==> src/hdl/ess_pkg.sv <==
// Package with shared constants, codes and types of the Euler state-space step unit.
`default_nettype none

package ess_pkg;

  // Model size and derived index widths.
  localparam int MAX_ORDER = 4;
  localparam int IDX_W     = $clog2(MAX_ORDER);
  localparam int CNT_W     = $clog2(MAX_ORDER + 1);
  localparam int AIDX_W    = 2 * IDX_W;

  // Command codes of an input beat.
  localparam logic [1:0] CMD_LOAD_A = 2'd0;
  localparam logic [1:0] CMD_LOAD_B = 2'd1;
  localparam logic [1:0] CMD_STEP   = 2'd2;
  localparam logic [1:0] CMD_CLEAR  = 2'd3;

  // Configuration register indexes and reset values.
  localparam int         ADDR_W      = 3;
  localparam logic       REG_DT      = 1'b0;
  localparam logic       REG_ORDER   = 1'b1;
  localparam logic [24:0] DT_RESET    = 25'd16777;
  localparam logic [2:0]  ORDER_RESET = 3'd1;

  // Shared multiplier operand and product widths.
  localparam int OP_W   = 33;
  localparam int PROD_W = 2 * OP_W;

  // Configuration register contents.
  typedef struct packed {
    logic [24:0] dt_step;
    logic [2:0]  order;
  } cfg_t;

endpackage

`default_nettype wire

==> src/hdl/ess_mul.sv <==
// Shared signed multiplier with a registered product.
`default_nettype none

module ess_mul (
  input  wire                              clk,
  input  wire  signed [ess_pkg::OP_W-1:0]   op_a,
  input  wire  signed [ess_pkg::OP_W-1:0]   op_b,
  output logic signed [ess_pkg::PROD_W-1:0] prod
);
  import ess_pkg::*;

  // One product per cycle, available the cycle after the operands.
  always_ff @(posedge clk) begin
    prod <= op_a * op_b;
  end

endmodule

`default_nettype wire

==> src/hdl/ess_apb.sv <==
// APB-style configuration registers for the period and the model order.
`default_nettype none

module ess_apb (
  input  wire                        clk,
  input  wire                        rst,
  input  wire                        psel,
  input  wire                        penable,
  input  wire                        pwrite,
  input  wire  [ess_pkg::ADDR_W-1:0] paddr,
  input  wire  [31:0]                pwdata,
  output logic [31:0]                prdata,
  output logic                       pready,
  output ess_pkg::cfg_t              cfg
);
  import ess_pkg::*;

  logic wr_beat;

  assign pready  = 1'b1;
  assign wr_beat = psel && penable && pwrite;

  // Register writes complete in the access phase.
  always_ff @(posedge clk) begin
    if (rst) begin
      cfg.dt_step <= DT_RESET;
      cfg.order   <= ORDER_RESET;
    end else if (wr_beat) begin
      case (paddr[2])
        REG_DT:    cfg.dt_step <= pwdata[24:0];
        REG_ORDER: cfg.order   <= pwdata[2:0];
        default:   ;
      endcase
    end
  end

  // Read data mux.
  always_comb begin
    case (paddr[2])
      REG_DT:    prdata = {7'd0, cfg.dt_step};
      REG_ORDER: prdata = {29'd0, cfg.order};
      default:   prdata = 32'd0;
    endcase
  end

endmodule

`default_nettype wire

==> src/hdl/euler_state_space_step_unit.sv <==
// Top level: forward Euler state-space stepper around one shared multiplier.
// A step with n active states (n = order clamped to 1..4) keeps busy high while
// each element takes n+1 multiply-accumulate terms through the shared multiplier
// (a multiply state, then an accumulate state per term), then two period products
// and an update. Element results leave one at a time, one strobe cycle each.
// Loads and clear complete at the accepting edge.
// Synchronous reset clears A, B, the state vector and the step counter.
`default_nettype none

module euler_state_space_step_unit (
  input  wire                        clk,
  input  wire                        rst,
  input  wire                        start,
  output logic                       busy,
  input  wire  [1:0]                 cmd,
  input  wire  [1:0]                 row,
  input  wire  [1:0]                 col,
  input  wire  signed [31:0]         value,
  output logic                       result_valid,
  output logic [1:0]                 index,
  output logic signed [31:0]         state_value,
  output logic [31:0]                step_index,
  output logic                       saturated,
  output logic                       last,
  input  wire                        psel,
  input  wire                        penable,
  input  wire                        pwrite,
  input  wire  [ess_pkg::ADDR_W-1:0] paddr,
  input  wire  [31:0]                pwdata,
  output logic [31:0]                prdata,
  output logic                       pready
);
  import ess_pkg::*;

  // Sequencer states.
  localparam logic [2:0] S_IDLE = 3'd0;
  localparam logic [2:0] S_MUL  = 3'd1;
  localparam logic [2:0] S_ACC  = 3'd2;
  localparam logic [2:0] S_LO   = 3'd3;
  localparam logic [2:0] S_HI   = 3'd4;
  localparam logic [2:0] S_UPD  = 3'd5;

  localparam int ACC_W  = 51;
  localparam int LO_W   = 51;
  localparam int FULL_W = 77;
  localparam int INC_W  = 53;
  localparam int NX_W   = 54;

  cfg_t                     cfg;
  logic [2:0]               state;
  logic signed [31:0]       a_coeffs     [MAX_ORDER*MAX_ORDER];
  logic signed [31:0]       b_coeffs     [MAX_ORDER];
  logic signed [31:0]       state_vector [MAX_ORDER];
  logic signed [31:0]       next_vec     [MAX_ORDER];
  logic [31:0]              step_counter;
  logic signed [31:0]       u_reg;
  logic [IDX_W-1:0]         elem;
  logic [CNT_W-1:0]         term;
  logic [CNT_W-1:0]         n_act;
  logic signed [ACC_W-1:0]  acc;
  logic [LO_W-1:0]          plo;

  logic [CNT_W-1:0]         term_m1;
  logic [IDX_W-1:0]         col_idx;
  logic [IDX_W-1:0]         x_addr;
  logic signed [31:0]       x_rd;
  logic signed [31:0]       a_rd;
  logic signed [OP_W-1:0]   op_a;
  logic signed [OP_W-1:0]   op_b;
  logic signed [PROD_W-1:0] prod;
  logic signed [ACC_W-1:0]  mac_term;
  logic [FULL_W-1:0]        full;
  logic signed [INC_W-1:0]  inc;
  logic signed [NX_W-1:0]   nx;
  logic signed [31:0]       nx_sat;
  logic                     nx_clip;

  // Configuration port.
  ess_apb u_apb (
    .clk     (clk),
    .rst     (rst),
    .psel    (psel),
    .penable (penable),
    .pwrite  (pwrite),
    .paddr   (paddr),
    .pwdata  (pwdata),
    .prdata  (prdata),
    .pready  (pready),
    .cfg     (cfg)
  );

  // Shared multiplier.
  ess_mul u_mul (
    .clk  (clk),
    .op_a (op_a),
    .op_b (op_b),
    .prod (prod)
  );

  assign busy = (state != S_IDLE);

  // Active order, clamped to the supported range.
  always_comb begin
    if (cfg.order == 3'd0) begin
      n_act = CNT_W'(1);
    end else if (int'(cfg.order) > MAX_ORDER) begin
      n_act = CNT_W'(MAX_ORDER);
    end else begin
      n_act = CNT_W'(cfg.order);
    end
  end

  // Term 0 is B times u; term t above zero is A[elem][t-1] times x[t-1].
  assign term_m1   = term - CNT_W'(1);
  assign col_idx   = term_m1[IDX_W-1:0];
  assign x_addr    = (state == S_UPD) ? elem : col_idx;
  assign x_rd      = state_vector[x_addr];
  assign a_rd      = a_coeffs[{elem, col_idx}];

  // Operand selection for the shared multiplier.
  always_comb begin
    case (state)
      S_LO: begin
        op_a = {7'd0, acc[25:0]};
        op_b = {8'd0, cfg.dt_step};
      end
      S_HI: begin
        op_a = {{8{acc[ACC_W-1]}}, acc[ACC_W-1:26]};
        op_b = {8'd0, cfg.dt_step};
      end
      default: begin
        if (term == CNT_W'(0)) begin
          op_a = {b_coeffs[elem][31], b_coeffs[elem]};
          op_b = {u_reg[31], u_reg};
        end else begin
          op_a = {a_rd[31], a_rd};
          op_b = {x_rd[31], x_rd};
        end
      end
    endcase
  end

  // Product floored to Q16.16 and widened for the accumulator.
  assign mac_term = {{3{prod[63]}}, prod[63:16]};

  // Increment: floor(d * dt / 2^24) from the high and low partial products.
  assign full = {prod[49], prod[49:0], 26'd0} + {26'd0, plo};
  assign inc  = full[FULL_W-1:24];
  assign nx   = {{(NX_W-32){x_rd[31]}}, x_rd} + {inc[INC_W-1], inc};

  // Saturation of the new state value to 32 bits.
  always_comb begin
    if (!nx[NX_W-1] && (nx[NX_W-2:31] != '0)) begin
      nx_sat  = 32'sh7FFF_FFFF;
      nx_clip = 1'b1;
    end else if (nx[NX_W-1] && (nx[NX_W-2:31] != '1)) begin
      nx_sat  = 32'sh8000_0000;
      nx_clip = 1'b1;
    end else begin
      nx_sat  = nx[31:0];
      nx_clip = 1'b0;
    end
  end

  // Sequencer, storage and result register.
  always_ff @(posedge clk) begin
    if (rst) begin
      state        <= S_IDLE;
      result_valid <= 1'b0;
      step_counter <= 32'd0;
      for (int k = 0; k < MAX_ORDER * MAX_ORDER; k++) begin
        a_coeffs[k] <= 32'sd0;
      end
      for (int k = 0; k < MAX_ORDER; k++) begin
        b_coeffs[k]     <= 32'sd0;
        state_vector[k] <= 32'sd0;
      end
    end else begin
      result_valid <= 1'b0;
      case (state)
        S_IDLE: begin
          if (start) begin
            case (cmd)
              CMD_LOAD_A: begin
                if (int'(row) < MAX_ORDER && int'(col) < MAX_ORDER) begin
                  a_coeffs[{row[IDX_W-1:0], col[IDX_W-1:0]}] <= value;
                end
              end
              CMD_LOAD_B: begin
                if (int'(row) < MAX_ORDER) begin
                  b_coeffs[row[IDX_W-1:0]] <= value;
                end
              end
              CMD_CLEAR: begin
                for (int k = 0; k < MAX_ORDER; k++) begin
                  state_vector[k] <= 32'sd0;
                end
              end
              default: begin
                u_reg <= value;
                elem  <= '0;
                term  <= '0;
                state <= S_MUL;
              end
            endcase
          end
        end
        S_MUL: begin
          state <= S_ACC;
        end
        S_ACC: begin
          acc <= ((term == CNT_W'(0)) ? ACC_W'(0) : acc) + mac_term;
          if (term == n_act) begin
            state <= S_LO;
          end else begin
            term  <= term + CNT_W'(1);
            state <= S_MUL;
          end
        end
        S_LO: begin
          state <= S_HI;
        end
        S_HI: begin
          plo   <= prod[LO_W-1:0];
          state <= S_UPD;
        end
        S_UPD: begin
          result_valid   <= 1'b1;
          index          <= 2'(elem);
          state_value    <= x_rd;
          step_index     <= step_counter;
          saturated      <= nx_clip;
          last           <= (CNT_W'(elem) == n_act - CNT_W'(1));
          next_vec[elem] <= nx_sat;
          if (CNT_W'(elem) == n_act - CNT_W'(1)) begin
            // Commit the whole new vector after the last element.
            for (int k = 0; k < MAX_ORDER; k++) begin
              if (k < int'(n_act)) begin
                state_vector[k] <= (k == int'(elem)) ? nx_sat : next_vec[k];
              end
            end
            step_counter <= step_counter + 32'd1;
            state        <= S_IDLE;
          end else begin
            elem  <= elem + IDX_W'(1);
            term  <= '0;
            state <= S_MUL;
          end
        end
        default: begin
          state <= S_IDLE;
        end
      endcase
    end
  end

endmodule

`default_nettype wire

==> config.mk <==
export PLATFORM = sky130hd
export DESIGN_NAME = euler_state_space_step_unit
export DESIGN_NICKNAME = d
export VERILOG_FILES = /design/src/hdl/ess_pkg.sv /design/src/hdl/ess_mul.sv /design/src/hdl/ess_apb.sv /design/src/hdl/euler_state_space_step_unit.sv
export SDC_FILE = /design/constraint.sdc
export NUM_CORES = 2
export LEC_CHECK = 0
export BUFFER_PORTS_ARGS = -buffer_cell sky130_fd_sc_hd__buf_2
export CAP_MARGIN = 20
export CORE_MARGIN = 2
export CORE_UTILIZATION = 60
export DETAILED_ROUTE_END_ITERATION = 6
export GPL_TIMING_DRIVEN = 0
export PLACE_DENSITY_LB_ADDON = 0.3
export SYNTH_ARGS = -nofsm -noshare
export SYNTH_HDL_FRONTEND = slang
export SYNTH_SLANG_ARGS = --single-unit
==> constraint.sdc <==
create_clock -name clk -period 14.2 [get_ports clk]
set_input_delay 1.42 -clock clk [delete_from_list [all_inputs] [get_ports clk]]
set_output_delay 1.42 -clock clk [all_outputs]
set_load 0.005 [all_outputs]
==> load_flow_metrics.sql <==
INSERT INTO impl_metrics (metric_group, metric, value, unit) VALUES
('setup_path', 'max_stage_delay', '0.77', 'ns'),
('final_layout', 'flow.area_growth_from_synthesis', '9.87', '%'),
('die', 'start_util', '0.603', ''),
('global_routing', 'groute.usage.overall', '0.414', ''),
('run', 'cap_viol_max_count', '0', ''),
('die', 'number_of_rows_created_at_floorplan', '145', ''),
('status', 'violations_in_the_final_reports', 'design-rule violations', ''),
('global_routing', 'global_route.peak_usage_layer', 'met2', ''),
('final_layout', 'final_layout_size_suffix_gt1_frac', '0.0980', ''),
('setup_path', 'critPathRequiredTime', '14.86', 'ns'),
('setup_path', 'crit_path_end_kind', 'flip-flop', ''),
('setup_path', 'cp_max_fo', '10', ''),
('final_layout', 'final_util', '0.662', ''),
('timing', 'worst_tran_pin_value', '1.28', 'ns'),
('placed_design', 'numPlacedInstances', '10774', ''),
('clock_network', 'ctsRootBufferMaster', 'sky130_fd_sc_hd__clkbuf_16', ''),
('route', 'avgViaCountPerCell', '6.33', ''),
('route', 'drt_drc', '3', ''),
('global_routing', 'grt_start_max_net_pins', '36', ''),
('global_routing', 'globalRouteMet3Util', '0.131', ''),
('global_routing', 'antenna_found_initial', '18', ''),
('timing', 'max_clock_freq', '71.0', 'MHz'),
('global_routing', 'vias_in_the_first_global_route', '69523', ''),
('setup_path', 'regToRegSetupSlack', '0.11', 'ns'),
('final_layout', 'net_count_final', '10378', ''),
('synth', 'post-synth-top-area-cell', 'sky130_fd_sc_hd__edfxtp_1', ''),
('die', 'floorplan.die_area', '160000', 'sq um'),
('clock_network', 'numCtsBuffers', '116', ''),
('final_layout', 'layout.cells.most_common', 'sky130_fd_sc_hd__inv_1', ''),
('route', 'postRouteWirelength', '326', 'mm'),
('die', 'die_x', '399', 'um'),
('clock_network', 'clkSlewWorstSetupHoldPaths', '0.07', 'ns'),
('timing', 'fin_tns_setup', '0', 'ns'),
('synth', 'synth.ff_latch_count', '1209', ''),
('placed_design', 'globalplace.congestion', '1.08', ''),
('global_routing', 'groute.layer.met2.usage', '0.609', ''),
('route', 'wl_per_cell', '29.6', 'um'),
('synth', 'post_synth_num_cell_types', '84', ''),
('timing', 'relSlewSlack', '0.149', ''),
('setup_path', 'critPathLaunch', 'term[0]$_SDFFCE_PP0P_', ''),
('final_layout', 'stdcell_count', '11024', ''),
('final_layout', 'postLayoutCellArea', '103000', 'sq um'),
('clock_network', 'tritoncts', 'done', ''),
('setup_path', 'worst-endpoint-arrival', '14.75', 'ns'),
('final_layout', 'largest_reg_flops', '512', ''),
('setup_path', 'worst_path_max_delay_cell', 'sky130_fd_sc_hd__clkbuf_1', ''),
('setup_path', 'critPathLaunchType', 'flip-flop', ''),
('min_path', 'whs_path_depth', '2', ''),
('setup_path', 'timing.critical_path.to', 'u_mul.prod[57]$_DFF_P_', ''),
('synth', 'synth.avg_cell_area', '11.1', 'sq um'),
('clock_network', 'htree_num_levels', '3', ''),
('die', 'core_area', '156000', 'sq um'),
('global_routing', 'first_pass_grt_wire_length', '469', 'mm'),
('final_layout', 'layout_common_cells', 'sky130_fd_sc_hd__inv_1 (1,143), sky130_fd_sc_hd__fa_1 (1,107), sky130_fd_sc_hd__edfxtp_1 (1,047), sky130_fd_sc_hd__nand2_1 (822), sky130_fd_sc_hd__nor2_1 (810)', ''),
('setup_path', 'crit-reg2reg-launch', 'term[0]$_SDFFCE_PP0P_', ''),
('clock_network', 'cts-root-to-sink-buffers', '3', ''),
('synth', 'ys_seq_area_frac', '0.370', ''),
('placed_design', 'buffer_ports.inserted', '162', ''),
('timing', 'timing.final.crit_share', '0.992', ''),
('route', 'drtAntennaViolNets', '0', ''),
('route', 'detailedRoute.firstPassIterationCount', '7', ''),
('status', 'run_status', 'complete, but fails checks', ''),
('setup_path', 'critical_path.reg2reg.endpoint', 'u_mul.prod[57]$_DFF_P_', ''),
('synth', 'post_synth_arst_share', '0', ''),
('synth', 'yosys_most_used_dff', 'sky130_fd_sc_hd__edfxtp_1', ''),
('synth', 'cells_taking_the_most_area_after_synthesis', 'sky130_fd_sc_hd__edfxtp_1 (34%), sky130_fd_sc_hd__fa_1 (24%), sky130_fd_sc_hd__mux4_2 (5.4%)', ''),
('min_path', 'worst_hold_path_type', 'flip-flop to flip-flop', ''),
('route', 'vias', '69778', ''),
('timing', 'finalMaxSlewViolations', '0', ''),
('synth', 'netlist_instances', '8465', ''),
('global_routing', 'overflow', '0', '');
-- synthesized netlist by cell type (8+ instances only) --
cell and count:
sky130_fd_sc_hd__a31oi_1 24, sky130_fd_sc_hd__and3_1 42, sky130_fd_sc_hd__mux4_2 224, sky130_fd_sc_hd__edfxtp_1 1047, sky130_fd_sc_hd__nand2b_1 65, sky130_fd_sc_hd__o21bai_1 33
sky130_fd_sc_hd__and4_1 16, sky130_fd_sc_hd__a211o_1 16, sky130_fd_sc_hd__o211ai_1 17, sky130_fd_sc_hd__a221o_1 27, sky130_fd_sc_hd__a21oi_1 352, sky130_fd_sc_hd__a21o_1 115
sky130_fd_sc_hd__inv_1 1143, sky130_fd_sc_hd__o21a_1 48, sky130_fd_sc_hd__xnor2_1 166, sky130_fd_sc_hd__or2_2 31, sky130_fd_sc_hd__o21ai_1 21, sky130_fd_sc_hd__nand3_1 82
sky130_fd_sc_hd__nor2_1 817, sky130_fd_sc_hd__nand2_1 824, sky130_fd_sc_hd__a41oi_1 8, sky130_fd_sc_hd__a211oi_1 27, sky130_fd_sc_hd__buf_1 38, sky130_fd_sc_hd__buf_4 9
sky130_fd_sc_hd__clkbuf_1 404, sky130_fd_sc_hd__nand4_1 30, sky130_fd_sc_hd__fa_1 1108, sky130_fd_sc_hd__o21ai_0 218, sky130_fd_sc_hd__nor2b_1 56, sky130_fd_sc_hd__or3_1 11
sky130_fd_sc_hd__a221oi_1 29, sky130_fd_sc_hd__ha_1 348, sky130_fd_sc_hd__mux2i_1 35, sky130_fd_sc_hd__nor3_1 51, sky130_fd_sc_hd__and2_1 591, sky130_fd_sc_hd__dfxtp_1 162
sky130_fd_sc_hd__a22oi_1 16, sky130_fd_sc_hd__xor2_1 75, sky130_fd_sc_hd__buf_2 14, sky130_fd_sc_hd__o31ai_1 10
-- critical path, delay by kind of cell (launching register included) --
| family | cells | cell delay [ns] |
|---|---|---|
| multiplexers | 2 | 0.94 |
| AO/OA/AOI/OAI | 9 | 2.80 |
| AND/OR/NAND/NOR | 5 | 1.00 |
| buffers and inverters | 12 | 3.37 |
| flip-flops | 1 | 0.40 |
| XOR/XNOR | 1 | 0.30 |
| adder cells (fa/ha/maj) | 10 | 5.13 |
-- area by class of cell --
class,instances,area (sq um)
clock inverters,60,659
multi-input cells,5648,53500
fillers,11804,52600
well taps,2058,2570
plain buffers,464,1960
repair buffers,259,2100
diodes,20,50.0
clock buffers,161,3220
inverters,1145,4300
flip-flops and latches,1209,34700
-- timing repair --
item	CTS	global route
endpoints found under the setup margin	52	16
gates cloned	0	0
setup buffers	0	5
hold buffers	0	0
resized for setup	111	45
-- logic make-up (layout without fill, tap and decap cells) --
| kind of cell | count (synthesis) | count (layout) | share of synthesized area |
|---|---|---|---|
| simple gates | 2651 | 2651 | 0.132 |
| buf+inv | 1614 | 2089 | 0.0655 |
| fa+ha+maj | 1456 | 1456 | 0.283 |
| flops | 1209 | 1209 | 0.370 |
| compound gates | 1027 | 1027 | 0.0687 |
| mux | 265 | 265 | 0.0582 |
| xor+xnor | 241 | 241 | 0.0225 |
| other cells | 2 | 28 | 0.0000801 |
-- per-layer routing --
layer  vias to the layer above  wire (um)
met2                      4953     141000
met4                         8      22800
met3                      1056      45300
met5                         -         52
met1                     35104     116000
li1                      28657          -
-- through the flow --
step	setup slack (ns)	hold slack (ns)
after global placement	-5.83	0.438
after detailed placement	-3.83	0.441
after global routing	0.00887	0.468
after floorplan	2.07	0.415
final	0.109	0.450
after CTS	0.0619	0.449
-- worst min path at each step --
| stage | startpoint | to | slack, ns |
|---|---|---|---|
| floorplan | u_mul.prod[50]$_DFF_P_ | plo[50]$_DFFE_PP_ | 0.41 |
| CTS | state_vector[2][6]$_SDFFE_PP0P_ | state_vector[2][6]$_SDFFE_PP0P_ | 0.45 |
| finish | state_vector[2][6]$_SDFFE_PP0P_ | state_vector[2][6]$_SDFFE_PP0P_ | 0.45 |
| global placement | step_counter[31]$_SDFFE_PP0P_ | step_index[31]$_DFFE_PP_ | 0.44 |
| detailed placement | state_vector[2][6]$_SDFFE_PP0P_ | state_vector[2][6]$_SDFFE_PP0P_ | 0.44 |
| global route | state_vector[2][6]$_SDFFE_PP0P_ | state_vector[2][6]$_SDFFE_PP0P_ | 0.47 |
Power is left out: the tool's default activity adds up to more than one toggle a clock period on the data nets, which glitch-free logic cannot reach.
